## src/rtl/core/bpt_pkg.sv

```systemverilog
// ----------------------------------------------------------------------------
// bpt_pkg
// Shared types and constants for the breakpoint table: action and status
// codes, controller states, and the command and status bundles between the
// controller and the datapath.
// ----------------------------------------------------------------------------
`default_nettype none

package bpt_pkg;

    localparam logic [31:0] TRAP_WORD  = 32'h0010_0073;
    localparam logic [1:0]  ALIGN_MASK = 2'h3;

    localparam logic [1:0] ACT_ADD    = 2'd0;
    localparam logic [1:0] ACT_DELETE = 2'd1;
    localparam logic [1:0] ACT_CHECK  = 2'd2;
    localparam logic [1:0] ACT_NOP    = 2'd3;

    typedef enum logic [2:0] {
        ST_OK         = 3'd0,
        ST_MISALIGNED = 3'd1,
        ST_DUPLICATE  = 3'd2,
        ST_FULL       = 3'd3,
        ST_MEMFAIL    = 3'd4,
        ST_NOSLOT     = 3'd5
    } t_status;

    typedef enum logic [1:0] {
        S_IDLE,
        S_LOOK,
        S_LAST,
        S_DONE
    } t_state;

    typedef struct packed {
        logic take_in;
        logic look;
        logic read_last;
        logic finish;
    } t_ctl_cmd;

    typedef struct packed {
        logic in_valid;
        logic go_last;
        logic out_free;
    } t_dp_sts;

endpackage

`default_nettype wire

```

## src/rtl/core/bpt_in_if.sv

```systemverilog
// ----------------------------------------------------------------------------
// bpt_in_if
// Request channel of the breakpoint table: one action item per transfer.
// ----------------------------------------------------------------------------
`default_nettype none

interface bpt_in_if;
    logic        valid;
    logic        ready;
    logic [1:0]  action;
    logic [31:0] address;
    logic [3:0]  slot;
    logic [31:0] original_word;
    logic        mem_ok;

    modport source (
        output valid, action, address, slot, original_word, mem_ok,
        input  ready
    );

    modport sink (
        input  valid, action, address, slot, original_word, mem_ok,
        output ready
    );
endinterface

`default_nettype wire

```

## src/rtl/core/bpt_out_if.sv

```systemverilog
// ----------------------------------------------------------------------------
// bpt_out_if
// Result channel of the breakpoint table: one result per transfer.
// ----------------------------------------------------------------------------
`default_nettype none

interface bpt_out_if;
    logic        valid;
    logic        ready;
    logic [2:0]  status;
    logic [3:0]  assigned_slot;
    logic [4:0]  entry_total;
    logic        hit;
    logic        write_request;
    logic [31:0] write_address;
    logic [31:0] write_word;

    modport source (
        output valid, status, assigned_slot, entry_total, hit,
               write_request, write_address, write_word,
        input  ready
    );

    modport sink (
        input  valid, status, assigned_slot, entry_total, hit,
               write_request, write_address, write_word,
        output ready
    );
endinterface

`default_nettype wire

```

## src/rtl/core/breakpoint_table.sv

```systemverilog
// ----------------------------------------------------------------------------
// breakpoint_table
// Table of up to DEPTH software breakpoints: add, delete by slot, check hit.
//
// i_in carries one action per transfer (add, delete, check); o_out returns
// exactly one result per action, in order. Adds and checks compare the
// address against every held entry at once, one comparator per lane, and the
// match vector is registered before the decision.
// An add or check goes from the lookup state to the commit state; a delete of
// a held slot passes the last-entry state between them, reading the freed slot
// and then the last entry through the single port of the entry memory.
// The controller takes a new item only once the previous one has committed.
// Reset clears the entry count and the result valid flag; entries need no
// clearing. When the receiver stalls, the result holds in its register; the
// next item is still taken and worked up to its commit, where it waits until
// the register frees.
// ----------------------------------------------------------------------------
`default_nettype none

module breakpoint_table #(
    parameter int DEPTH = 16
) (
    input  wire        i_clk,
    input  wire        i_rst_n,
    bpt_in_if.sink     i_in,
    bpt_out_if.source  o_out
);
    import bpt_pkg::*;

    t_ctl_cmd w_cmd;
    t_dp_sts  w_sts;

    bpt_ctrl u_ctrl (
        .i_clk   (i_clk),
        .i_rst_n (i_rst_n),
        .i_sts   (w_sts),
        .o_cmd   (w_cmd)
    );

    bpt_dpath #(
        .DEPTH (DEPTH)
    ) u_dpath (
        .i_clk   (i_clk),
        .i_rst_n (i_rst_n),
        .i_cmd   (w_cmd),
        .o_sts   (w_sts),
        .i_in    (i_in),
        .o_out   (o_out)
    );

endmodule

`default_nettype wire

```

## src/rtl/core/bpt_ctrl.sv

```systemverilog
// ----------------------------------------------------------------------------
// bpt_ctrl
// Sequencer of the breakpoint table: takes an item, runs the lookup, reads
// the last entry for a delete of a held slot, and commits once the result register is free.
// ----------------------------------------------------------------------------
`default_nettype none

module bpt_ctrl (
    input  wire              i_clk,
    input  wire              i_rst_n,
    input  bpt_pkg::t_dp_sts i_sts,
    output bpt_pkg::t_ctl_cmd o_cmd
);
    import bpt_pkg::*;

    t_state r_state;
    t_state n_state;

    always_ff @(posedge i_clk) begin
        if (!i_rst_n) begin
            r_state <= S_IDLE;
        end else begin
            r_state <= n_state;
        end
    end

    always_comb begin
        n_state = r_state;
        unique case (r_state)
            S_IDLE: begin
                if (i_sts.in_valid) begin
                    n_state = S_LOOK;
                end
            end
            S_LOOK: begin
                n_state = i_sts.go_last ? S_LAST : S_DONE;
            end
            S_LAST: begin
                n_state = S_DONE;
            end
            S_DONE: begin
                if (i_sts.out_free) begin
                    n_state = S_IDLE;
                end
            end
            default: begin
                n_state = S_IDLE;
            end
        endcase
    end

    always_comb begin
        o_cmd = '0;
        unique case (r_state)
            S_IDLE: begin
                o_cmd.take_in = 1'b1;
            end
            S_LOOK: begin
                o_cmd.look = 1'b1;
            end
            S_LAST: begin
                o_cmd.read_last = 1'b1;
            end
            S_DONE: begin
                o_cmd.finish = i_sts.out_free;
            end
            default: begin
                o_cmd = '0;
            end
        endcase
    end

endmodule

`default_nettype wire

```

## src/rtl/core/bpt_dpath.sv

```systemverilog
// ----------------------------------------------------------------------------
// bpt_dpath
// Datapath of the breakpoint table: address lanes with one comparator each,
// an entry memory holding address and saved word, the entry count and the
// result register.
// ----------------------------------------------------------------------------
`default_nettype none

module bpt_dpath #(
    parameter int DEPTH = 16
) (
    input  wire                i_clk,
    input  wire                i_rst_n,
    input  bpt_pkg::t_ctl_cmd  i_cmd,
    output bpt_pkg::t_dp_sts   o_sts,
    bpt_in_if.sink             i_in,
    bpt_out_if.source          o_out
);
    import bpt_pkg::*;

    localparam int CW = $clog2(DEPTH + 1);
    localparam int IW = (DEPTH > 1) ? $clog2(DEPTH) : 1;
    localparam int SW = (CW > 4) ? CW : 4;

    logic [1:0]       r_action;
    logic [31:0]      r_addr;
    logic [3:0]       r_slot;
    logic [31:0]      r_orig;
    logic             r_mem_ok;
    logic [CW-1:0]    r_count;
    logic [DEPTH-1:0] r_match;
    logic [29:0]      r_lane [DEPTH];
    logic [61:0]      r_mem  [DEPTH];
    logic [61:0]      r_rd;
    logic [29:0]      r_sav_addr;
    logic [31:0]      r_sav_word;

    logic             r_o_valid;
    t_status          r_o_status;
    logic [3:0]       r_o_assigned;
    logic [4:0]       r_o_total;
    logic             r_o_hit;
    logic             r_o_wreq;
    logic [31:0]      r_o_waddr;
    logic [31:0]      r_o_wword;

    logic [DEPTH-1:0] w_match;
    logic             w_slot_ok;
    logic             w_full;
    logic             w_aligned;
    logic             w_hit;
    logic             w_go_last;
    logic [IW-1:0]    w_slot_idx;
    logic [IW-1:0]    w_cnt_idx;
    logic [IW-1:0]    w_last_idx;

    t_status          n_status;
    logic [3:0]       n_assigned;
    logic             n_hit;
    logic             n_wreq;
    logic [31:0]      n_waddr;
    logic [31:0]      n_wword;
    logic [CW-1:0]    n_count;
    logic             w_add_commit;
    logic             w_del_commit;

    assign w_slot_ok  = SW'(r_slot) < SW'(r_count);
    assign w_full     = r_count == CW'(DEPTH);
    assign w_aligned  = (r_addr[1:0] & ALIGN_MASK) == 2'b00;
    assign w_hit      = |r_match;
    assign w_go_last  = (r_action == ACT_DELETE) && w_slot_ok;
    assign w_slot_idx = IW'(r_slot);
    assign w_cnt_idx  = IW'(r_count);
    assign w_last_idx = IW'(r_count - CW'(1));

    assign i_in.ready     = i_cmd.take_in;
    assign o_sts.in_valid = i_in.valid;
    assign o_sts.go_last  = w_go_last;
    assign o_sts.out_free = !r_o_valid || o_out.ready;

    always_comb begin
        for (int i = 0; i < DEPTH; i++) begin
            w_match[i] = (r_lane[i] == r_addr[31:2]) && (r_count > CW'(i));
        end
    end

    always_comb begin
        n_status     = ST_OK;
        n_assigned   = 4'd0;
        n_hit        = 1'b0;
        n_wreq       = 1'b0;
        n_waddr      = 32'd0;
        n_wword      = 32'd0;
        n_count      = r_count;
        w_add_commit = 1'b0;
        w_del_commit = 1'b0;
        case (r_action)
            ACT_ADD: begin
                if (!w_aligned) begin
                    n_status = ST_MISALIGNED;
                end else if (w_hit) begin
                    n_status = ST_DUPLICATE;
                end else if (w_full) begin
                    n_status = ST_FULL;
                end else if (!r_mem_ok) begin
                    n_status = ST_MEMFAIL;
                end else begin
                    w_add_commit = 1'b1;
                    n_assigned   = 4'(r_count);
                    n_count      = r_count + CW'(1);
                    n_wreq       = 1'b1;
                    n_waddr      = r_addr;
                    n_wword      = TRAP_WORD;
                end
            end
            ACT_DELETE: begin
                if (!w_slot_ok) begin
                    n_status = ST_NOSLOT;
                end else begin
                    w_del_commit = 1'b1;
                    n_count      = r_count - CW'(1);
                    n_wreq       = 1'b1;
                    n_waddr      = {r_sav_addr, 2'b00};
                    n_wword      = r_sav_word;
                end
            end
            ACT_CHECK: begin
                n_hit = w_aligned && w_hit;
            end
            default: begin
                n_status = ST_OK;
            end
        endcase
    end

    always_ff @(posedge i_clk) begin
        if (i_cmd.take_in && i_in.valid) begin
            r_action <= i_in.action;
            r_addr   <= i_in.address;
            r_slot   <= i_in.slot;
            r_orig   <= i_in.original_word;
            r_mem_ok <= i_in.mem_ok;
        end
        if (i_cmd.look) begin
            r_match <= w_match;
        end
        if (i_cmd.read_last) begin
            r_sav_addr <= r_rd[61:32];
            r_sav_word <= r_rd[31:0];
        end
    end

    always_ff @(posedge i_clk) begin
        if (i_cmd.look && w_go_last) begin
            r_rd <= r_mem[w_slot_idx];
        end else if (i_cmd.read_last) begin
            r_rd <= r_mem[w_last_idx];
        end
        if (i_cmd.finish && w_add_commit) begin
            r_mem[w_cnt_idx] <= {r_addr[31:2], r_orig};
        end else if (i_cmd.finish && w_del_commit) begin
            r_mem[w_slot_idx] <= r_rd;
        end
    end

    always_ff @(posedge i_clk) begin
        if (i_cmd.finish && w_add_commit) begin
            r_lane[w_cnt_idx] <= r_addr[31:2];
        end else if (i_cmd.finish && w_del_commit) begin
            r_lane[w_slot_idx] <= r_rd[61:32];
        end
    end

    always_ff @(posedge i_clk) begin
        if (!i_rst_n) begin
            r_count <= '0;
        end else if (i_cmd.finish) begin
            r_count <= n_count;
        end
    end

    always_ff @(posedge i_clk) begin
        if (!i_rst_n) begin
            r_o_valid <= 1'b0;
        end else if (i_cmd.finish) begin
            r_o_valid <= 1'b1;
        end else if (o_out.ready) begin
            r_o_valid <= 1'b0;
        end
    end

    always_ff @(posedge i_clk) begin
        if (i_cmd.finish) begin
            r_o_status   <= n_status;
            r_o_assigned <= n_assigned;
            r_o_total    <= 5'(n_count);
            r_o_hit      <= n_hit;
            r_o_wreq     <= n_wreq;
            r_o_waddr    <= n_waddr;
            r_o_wword    <= n_wword;
        end
    end

    assign o_out.valid         = r_o_valid;
    assign o_out.status        = r_o_status;
    assign o_out.assigned_slot = r_o_assigned;
    assign o_out.entry_total   = r_o_total;
    assign o_out.hit           = r_o_hit;
    assign o_out.write_request = r_o_wreq;
    assign o_out.write_address = r_o_waddr;
    assign o_out.write_word    = r_o_wword;

endmodule

`default_nettype wire
```

## src/flat_wrapper.sv

```systemverilog
// flat-port wrapper written by rule: the top's interface ports become plain ports
module breakpoint_table_flat import bpt_pkg::*;
#(
    parameter int DEPTH = 16
)
  (i_clk, i_rst_n, i_in_valid, i_in_action, i_in_address, i_in_slot, i_in_original_word, i_in_mem_ok, i_in_ready, o_out_valid, o_out_status, o_out_assigned_slot, o_out_entry_total, o_out_hit, o_out_write_request, o_out_write_address, o_out_write_word, o_out_ready);
  bpt_in_if i_in_i ();
  bpt_out_if o_out_i ();
  input  wire i_clk;
  input  wire i_rst_n;
  input wire logic [$bits(i_in_i.valid)-1:0] i_in_valid;
  input wire logic [$bits(i_in_i.action)-1:0] i_in_action;
  input wire logic [$bits(i_in_i.address)-1:0] i_in_address;
  input wire logic [$bits(i_in_i.slot)-1:0] i_in_slot;
  input wire logic [$bits(i_in_i.original_word)-1:0] i_in_original_word;
  input wire logic [$bits(i_in_i.mem_ok)-1:0] i_in_mem_ok;
  output wire logic [$bits(i_in_i.ready)-1:0] i_in_ready;
  output wire logic [$bits(o_out_i.valid)-1:0] o_out_valid;
  output wire logic [$bits(o_out_i.status)-1:0] o_out_status;
  output wire logic [$bits(o_out_i.assigned_slot)-1:0] o_out_assigned_slot;
  output wire logic [$bits(o_out_i.entry_total)-1:0] o_out_entry_total;
  output wire logic [$bits(o_out_i.hit)-1:0] o_out_hit;
  output wire logic [$bits(o_out_i.write_request)-1:0] o_out_write_request;
  output wire logic [$bits(o_out_i.write_address)-1:0] o_out_write_address;
  output wire logic [$bits(o_out_i.write_word)-1:0] o_out_write_word;
  input wire logic [$bits(o_out_i.ready)-1:0] o_out_ready;
  assign i_in_i.valid = i_in_valid;
  assign i_in_i.action = i_in_action;
  assign i_in_i.address = i_in_address;
  assign i_in_i.slot = i_in_slot;
  assign i_in_i.original_word = i_in_original_word;
  assign i_in_i.mem_ok = i_in_mem_ok;
  assign i_in_ready = i_in_i.ready;
  assign o_out_valid = o_out_i.valid;
  assign o_out_status = o_out_i.status;
  assign o_out_assigned_slot = o_out_i.assigned_slot;
  assign o_out_entry_total = o_out_i.entry_total;
  assign o_out_hit = o_out_i.hit;
  assign o_out_write_request = o_out_i.write_request;
  assign o_out_write_address = o_out_i.write_address;
  assign o_out_write_word = o_out_i.write_word;
  assign o_out_i.ready = o_out_ready;
  breakpoint_table #(.DEPTH(DEPTH)) u_core (.i_clk(i_clk), .i_rst_n(i_rst_n), .i_in(i_in_i), .o_out(o_out_i));
endmodule
```

## config.mk

```make
export PLATFORM = sky130hd
export DESIGN_NAME = breakpoint_table_flat
export DESIGN_NICKNAME = d
export VERILOG_FILES = /design/src/rtl/core/bpt_pkg.sv /design/src/rtl/core/bpt_in_if.sv /design/src/rtl/core/bpt_out_if.sv /design/src/rtl/core/breakpoint_table.sv /design/src/rtl/core/bpt_ctrl.sv /design/src/rtl/core/bpt_dpath.sv /design/src/flat_wrapper.sv
export SDC_FILE = /design/constraint.sdc
export NUM_CORES = 2
export LEC_CHECK = 0
export BUFFER_PORTS_ARGS = -buffer_cell sky130_fd_sc_hd__buf_2
export CORE_ASPECT_RATIO = 0.6
export CORE_MARGIN = 2
export CORE_UTILIZATION = 47
export CTS_CLUSTER_SIZE = 30
export DETAILED_ROUTE_END_ITERATION = 10
export PLACE_DENSITY = 0.65
export SLEW_MARGIN = 20
export SYNTH_ARGS = -nofsm -noshare
export SYNTH_HDL_FRONTEND = slang
export SYNTH_SLANG_ARGS = --single-unit
```

## constraint.sdc

```tcl
create_clock -name i_clk -period 9.2 [get_ports i_clk]
set_input_delay 0.46 -clock i_clk [delete_from_list [all_inputs] [get_ports i_clk]]
set_output_delay 0.46 -clock i_clk [all_outputs]
set_load 0.02 [all_outputs]
```

### Yosys cells after proc, flatten, opt, wreduce, memory -nomap -nowiden

Memory sizes are Yosys's and may differ from the RTL's. A register that Yosys moved wholly into a read port is not among the register bits.
Cells that the tools add are included.

| word-level totals | value |
|---|---|
| flip-flop bits (word level) | 297 |
| memory bits (writable) | 1472 |
| input port bits | 75 |
| output and inout port bits | 80 |
| logic and storage cells | 157 |
| memories kept | 2 |

| cells by class | value |
|---|---|
| add/subtract/negate cells | 2 |
| $lt $le $gt $ge | 17 |
| eq/ne operators | 24 |
| muxes and demuxes | 56 |
| bitwise logic cells | 3 |
| reduce and logical (&&, ||, !) cells | 34 |

Memories:

| name | words | width | read ports | clocked after Yosys merged registers in | write ports | RTL line | text |
|---|---|---|---|---|---|---|---|
| u_core.u_dpath.r_mem | 16 | 62 | 2 | 1 | 1 | bpt_dpath.sv:33 | `logic [61:0] r_mem [DEPTH];` |
| u_core.u_dpath.r_lane | 16 | 30 | 16 | 0 | 1 | bpt_dpath.sv:32 | `logic [29:0] r_lane [DEPTH];` |

Operators by type and width:

| operator | count |
|---|---|
| $eq 30x30->1 | 16 |
| $mux 32 | 6 |
| $mux 62 | 3 |
| $pmux 32 s2 | 2 |
| $mux 21 | 4 |
| $reduce_or 62->1 | 1 |
| $gt 5x4->1 const B | 8 |
| $mux 30 | 1 |
| $reduce_or 30->1 | 1 |
| $mux 5 | 5 |
| $logic_and 1x1->1 | 22 |
| $mux 1 | 21 |
| $gt 5x3->1 const B | 4 |
| $reduce_or 20->1 | 1 |
| $reduce_or 16->1 | 1 |
| $mux 3 | 5 |
| $mux 4 | 3 |
| $gt 5x1->1 const B | 2 |
| $gt 5x2->1 const B | 2 |
| $pmux 5 s2 | 1 |
| $pmux 2 s4 | 1 |
| $eq 2x2->1 const B | 3 |
| $logic_not 2->1 | 3 |
| $pmux 3 s2 | 1 |
| other kinds (13) | 19 |

### Longest topological paths before layout

| depth | value |
|---|---|
| depth after elaboration | 10 |
| depth in mapped cells | 12 |
| depth with buffers taken out | 7 |

### Cells and area by module

Synthesis repeated with hierarchy kept, for this count alone.

| unflattened totals | value |
|---|---|
| cells, all modules | 3463 |
| area total of the unflattened synthesis | 61774.2 µm² |

By module, submodules not included:

| module | instances | cells each | area an instance (µm²) | seq. area each (µm²) |
|---|---|---|---|---|
| bpt_dpath | 1 | 3444 | 61601.6 | 38667.1 |
| bpt_ctrl | 1 | 19 | 172.7 | 40.0 |

### Least setup slack after synthesis

OpenSTA, ideal clock, no wires.

| timing path | value |
|---|---|
| path kind | register to register |
| from | register u_core.u_dpath.r_o_valid (netlist: u_core.u_dpath.o_out.valid) |
| to | memory u_core.u_dpath.r_lane[12][0], enable pin |
| setup time | 657 ps |
| arrival time | 8756 ps |
| required time | 8543 ps |
| slack | -213 ps |
| cell stages (with the launch flop) | 6 |
| path buffers | 0 |
| period minus slack after synthesis | 9413 ps |
| path through | dfxtp_1 nor2b_1 nand2b_1 inv_1 a2bb2oi_2 nor4b_1 |

RTL lines:

| item | RTL line | text |
|---|---|---|
| start: declaration | bpt_dpath.sv:38 | `logic r_o_valid;` |
| start signal: assignment | bpt_dpath.sv:184 | `r_o_valid <= 1'b0;` |
| start signal: assignment | bpt_dpath.sv:186 | `r_o_valid <= 1'b1;` |
| start signal: assignment | bpt_dpath.sv:188 | `r_o_valid <= 1'b0;` |
| end: declaration | bpt_dpath.sv:32 |  |

### Worst setup path after layout

| timing path | value |
|---|---|
| from | register u_core.u_dpath.r_count[3] |
| to | memory u_core.u_dpath.r_lane[0][25], enable pin |

| on the way | value |
|---|---|
| cells in the longest elaborated chain, start to end | 10 |
| elaborated cells between the ends (all ways) | 18 |
| those cells by class | 1 x order compare; 1 x eq/ne; 13 x mux; 3 x reduce/logical |

RTL lines:

| item | RTL line | text |
|---|---|---|
| start: declaration | bpt_dpath.sv:30 | `logic [CW-1:0] r_count;` |
| start signal: assignment | bpt_dpath.sv:178 | `r_count <= n_count;` |
| branches (longest 10 deep; another with $lt 4x5->1) | n/a |  |

Parallel ways; which one is timed is not known.

==> results.md <==
* Outcome: finished, final reports clean
* Bufs on Longest Clock Path at 3
* # setup viols final at 0
* Number of flops mapped to enable cells by yosys at roughly 1300
* Dpl cell area at approximately 0.065 mm²
* RSZ-0062 raised after global routing: no
* Hold Path End: u_core.u_dpath.r_count[1]$_SDFFE_PN0P_
* Final cell count without fillers at 5440
* Psw at between 5 and 6 mW
* Reg clk slew, reported paths at 70 ps
* Depth of the CTS H-tree at 3
* Syn-to-layout area delta at 12.4%
* Final Hold Violating Endpoints at 0
* Wirelength per Cell at ~42 µm
* Clock Power Share at a little under a third
* Grt peak-use layer: met1
* Detailed Route WL at ~230000 µm
* Layout cells sized above 1 at between 30% and 40%
* CTS resizes at 0
* PD cells at 247 mW/mm²
* Max VDD drop at 236 µV
* Fin. max-slew vios at 0
* Num ports at 155
* Die Y at about 290 µm
* Ys Warns at 0
* Netlist cell types at between 60 and 70
* WHS Path Cells at 3
* First DRT Iteration DRCs at between 6000 and 7000
* Die width at around 470 µm
* HP Start: i_rst_n
* Leak Pwr at 21.8 nW
* Place WS at between 4000 and 5000 ps
* Final Core Density at between 50 and 60%
* CTS tree: done
* Setup Skew at 33.1 ps
* GPL Wtd Cong at between 1 and 1.5
* Min-delay worst type: input pin to flip-flop
* Clock root buffer: clkbuf_16
* Commonest register cell after synthesis: edfxtp_1
* Logic gate share of total power at 26.4%
* Flop pwr share at 43.2%
* Vias at between 30000 and 40000
* Worst Path Required at 9580 ps
* Synth Area in Adders at 0.262%
* Vias in the first global route at between 30000 and 40000
* Setup crit start kind: flip-flop
* Mux share of post-synthesis cell area at 21.5%
* Part of the cycle the worst path needs at 54.4%
* Initial core utilization at between 40% and 50%
* FF-to-FF End: u_core.u_dpath.r_lane[0][25]$_DFFE_PP_
* Synth Cell Area at 0.0622 mm²
* Int Power at roughly 12 mW
* Reg-to-reg startpoint: u_core.u_dpath.r_count[3]$_SDFFE_PN0P_
* Final WS setup at 4190 ps
* Async SR Flop Fraction at 0%
* # fillers at 10300
* Max-cap violations at 0
* GRT Overall Usage at roughly a third
* IO buf count at 154
* Crit path arrival time at around 5400 ps
* Min cycle time layout at roughly 5000 ps
* GRT met3 Usage at 16.9%
* Worst-Skew Late Latency at ~770 ps
* First-pass GRT wire length at 307000 µm
* Sequential area share after synthesis at about 62%
* Post-Place Cells at between 5000 and 6000
* Largest family of logic cells by synthesized area: multiplexers
* Max Freq at 0.200 GHz
* TritonCTS Sinks at between 1000 and 1500
* Hold slack final at 55.3 ps
* CTS buffer count at 120
* CP Capture Type: flip-flop
* Area share of and/or/nand/nor cells after synthesis at 2.94%
* Met1 usage in global routing at about half
* R2R cell count at 9
* Initial antenna violation count at 11
* Setup TNS at 0 ps
* Routed Antenna Nets at 0
* Register-to-register setup slack at around 4200 ps
* Global route overflow at 0
* #FFs+latches synth at roughly 1300
* Largest net degree at the start of global routing at roughly 160
* Worst-Margin Slew at 1380 ps
* Tot Pwr at roughly 17 mW
* Max_slew headroom at roughly 7.3%
* Final #Nets at approximately 3700
* Synth Area in XOR/XNOR at 6.82%
* Die area at ~0.14 mm²
* Core footprint at about 0.13 mm²
* Switching Fraction at 32.5%
* FP Rows at 103
* Setup Fix Bufs, Post-CTS at 0
* Crit-path max FO at 31
* 1st-pass router iterations at 6
* DRC viols at 0
* Dpl hpwl at roughly 150000 µm
* Fin area at 0.0698 mm²
* Via density at roughly 7.0
* Avg Cell Area, Syn at 18.3 µm²
* Synth Instances at around 3400
* Worst setup path class: flip-flop to flip-flop
* Met2 Use GR at about 43%
* Complex-gate fraction of the synthesized area at between 4 and 5%
==> synthesized netlist by cell type, types with 3 or more instances <==
cell / instances / area share (%)
xor2_1: 345 / 4.9
buf_4: 15 / 0.18
a21oi_1: 69 / 0.56
nor4b_1: 3 / 0.042
o21ai_0: 21 / 0.17
nor4_1: 103 / 1.0
nand2b_1: 4 / 0.040
mux2i_1: 4 / 0.064
mux4_2: 496 / 18
buf_6: 20 / 0.36
nor2_1: 18 / 0.11
ha_1: 13 / 0.26
buf_1: 29 / 0.18
dfxtp_1: 12 / 0.39
o21a_1: 5 / 0.060
a31oi_1: 6 / 0.060
nand2_1: 27 / 0.16
buf_2: 75 / 0.60
xnor2_1: 137 / 1.9
a211oi_1: 4 / 0.048
a221oi_1: 63 / 0.89
clkbuf_1: 117 / 0.71
o22ai_1: 63 / 0.63
edfxtp_1: 1281 / 62
nand3_1: 14 / 0.11
a22o_1: 92 / 1.3
and2_1: 29 / 0.29
nor2b_1: 9 / 0.091
inv_1: 10 / 0.060
a21o_1: 7 / 0.085
nor4_2: 4 / 0.081
mux2_2: 191 / 3.5
nand4_1: 51 / 0.51
nor3_1: 25 / 0.20
==> worst max-delay path by stage <==
| stage | to | start | slack (ps) |
|---|---|---|---|
| 2_1_floorplan | u_core.u_dpath.r_lane[13][0]$_DFFE_PP_ | u_core.u_dpath.o_out.valid$_SDFFE_PN0P_ | 40 |
| 3_3_place_gp | u_core.u_dpath.r_mem[0][4]$_DFFE_PP_ | u_core.u_dpath.r_count[3]$_SDFFE_PN0P_ | 4370 |
| 3_5_place_dp | u_core.u_dpath.r_mem[0][5]$_DFFE_PP_ | u_core.u_dpath.r_count[3]$_SDFFE_PN0P_ | 4220 |
| 4_1_cts | u_core.u_dpath.r_lane[0][22]$_DFFE_PP_ | u_core.u_dpath.r_count[3]$_SDFFE_PN0P_ | 4210 |
| 5_1_grt | u_core.u_dpath.r_lane[0][26]$_DFFE_PP_ | u_core.u_dpath.r_count[3]$_SDFFE_PN0P_ | 4010 |
| 6_report | u_core.u_dpath.r_lane[0][25]$_DFFE_PP_ | u_core.u_dpath.r_count[3]$_SDFFE_PN0P_ | 4190 |
==> timing repair <==
item	in CTS	in global routing
hold endpoints to repair	75	0
hold buffers	71	0
setup endpoints to repair	0	0
==> area by class of cell <==
class	instances	area (µm²)	area share (%)
sequential	1293	38700	55.4
multi-input combinational	1843	22400	32.1
clock buffer	137	3130	4.48
timing repair buffer	332	2420	3.47
tap	1732	2170	3.10
clock inverter	89	930	1.33
inverter	12	50.0	0.0717
antenna	2	5.00	0.00717
==> cell families after synthesis <==
kind of cell    Yosys count
flops                  1293
mux                     692
xor+xnor                483
compound gates          349
simple gates            304
buf+inv                 268
fa+ha+maj                13
other cells               1
==> worst max-delay path, stage by stage, from the launching register on <==
cell,delay (ps)
dfxtp_1,730
clkinv_1,420
ha_1,410
nor2b_1,250
a211oi_4,320
buf_4,580
o22ai_1,460
nor3_2,300
buf_4,410
buf_4,590
==> metal layers <==
metal	wire [µm]	part of all wire, %	up-vias
li1	-	-	14600
met4	5500	2.4	8
met1	94300	42	20200
met3	37300	16	308
met5	201	0.089	-
met2	89700	39	2983
==> placed cells by master, fill, tap and decap left out, types with 17 or more instances in the layout <==
| cell type | instances |
|---|---|
| nand2_1 | 26 |
| mux4_2 | 496 |
| buf_2 | 154 |
| clkbuf_16 | 123 |
| nor4_1 | 90 |
| and2_1 | 28 |
| bufinv_16 | 17 |
| dlygate4sd3_1 | 71 |
| mux2_2 | 191 |
| edfxtp_1 | 1281 |
| a22o_1 | 92 |
| clkinv_1 | 35 |
| nor2_1 | 17 |
| xnor2_1 | 137 |
| nor3_1 | 19 |
| buf_4 | 97 |
| nand4_1 | 51 |
| a221oi_1 | 63 |
| o21ai_0 | 21 |
| a21oi_1 | 69 |
| o22ai_1 | 63 |
| xor2_1 | 343 |
| clkinv_2 | 20 |
==> power by group through the flow <==
stage	logic, mW	clock network (mW)	registers (mW)
detailed placement	4.37	0	7.58
global placement	4.38	0	7.58
global route	4.69	5.51	7.49
floorplan	2.79	0	7.41
CTS	4.41	5.29	7.46
finish	4.55	5.25	7.46
==> registers in the layout (all words and copies together), names as in the netlist, named ones only <==
name,cells
u_core.u_dpath.r_action,2
u_core.u_dpath.r_mem_ok,1
u_core.u_dpath.o_out.write_request,1
u_core.u_ctrl.r_state,2
u_core.u_dpath.o_out.write_address,32
u_core.u_dpath.r_slot,4
u_core.u_dpath.r_lane,464
u_core.u_dpath.r_sav_addr,30
u_core.u_dpath.o_out.assigned_slot,4
u_core.u_dpath.r_addr,32
u_core.u_dpath.o_out.status,3
u_core.u_dpath.o_out.valid,1
u_core.u_dpath.r_orig,32
u_core.u_dpath.o_out.write_word,32
u_core.u_dpath.r_rd,62
u_core.u_dpath.o_out.entry_total,5
u_core.u_dpath.r_mem,528
u_core.u_dpath.r_match,16
u_core.u_dpath.o_out.hit,1
u_core.u_dpath.r_count,5
u_core.u_dpath.r_sav_word,32
Note: power is estimated with default switching activity, not from simulation.
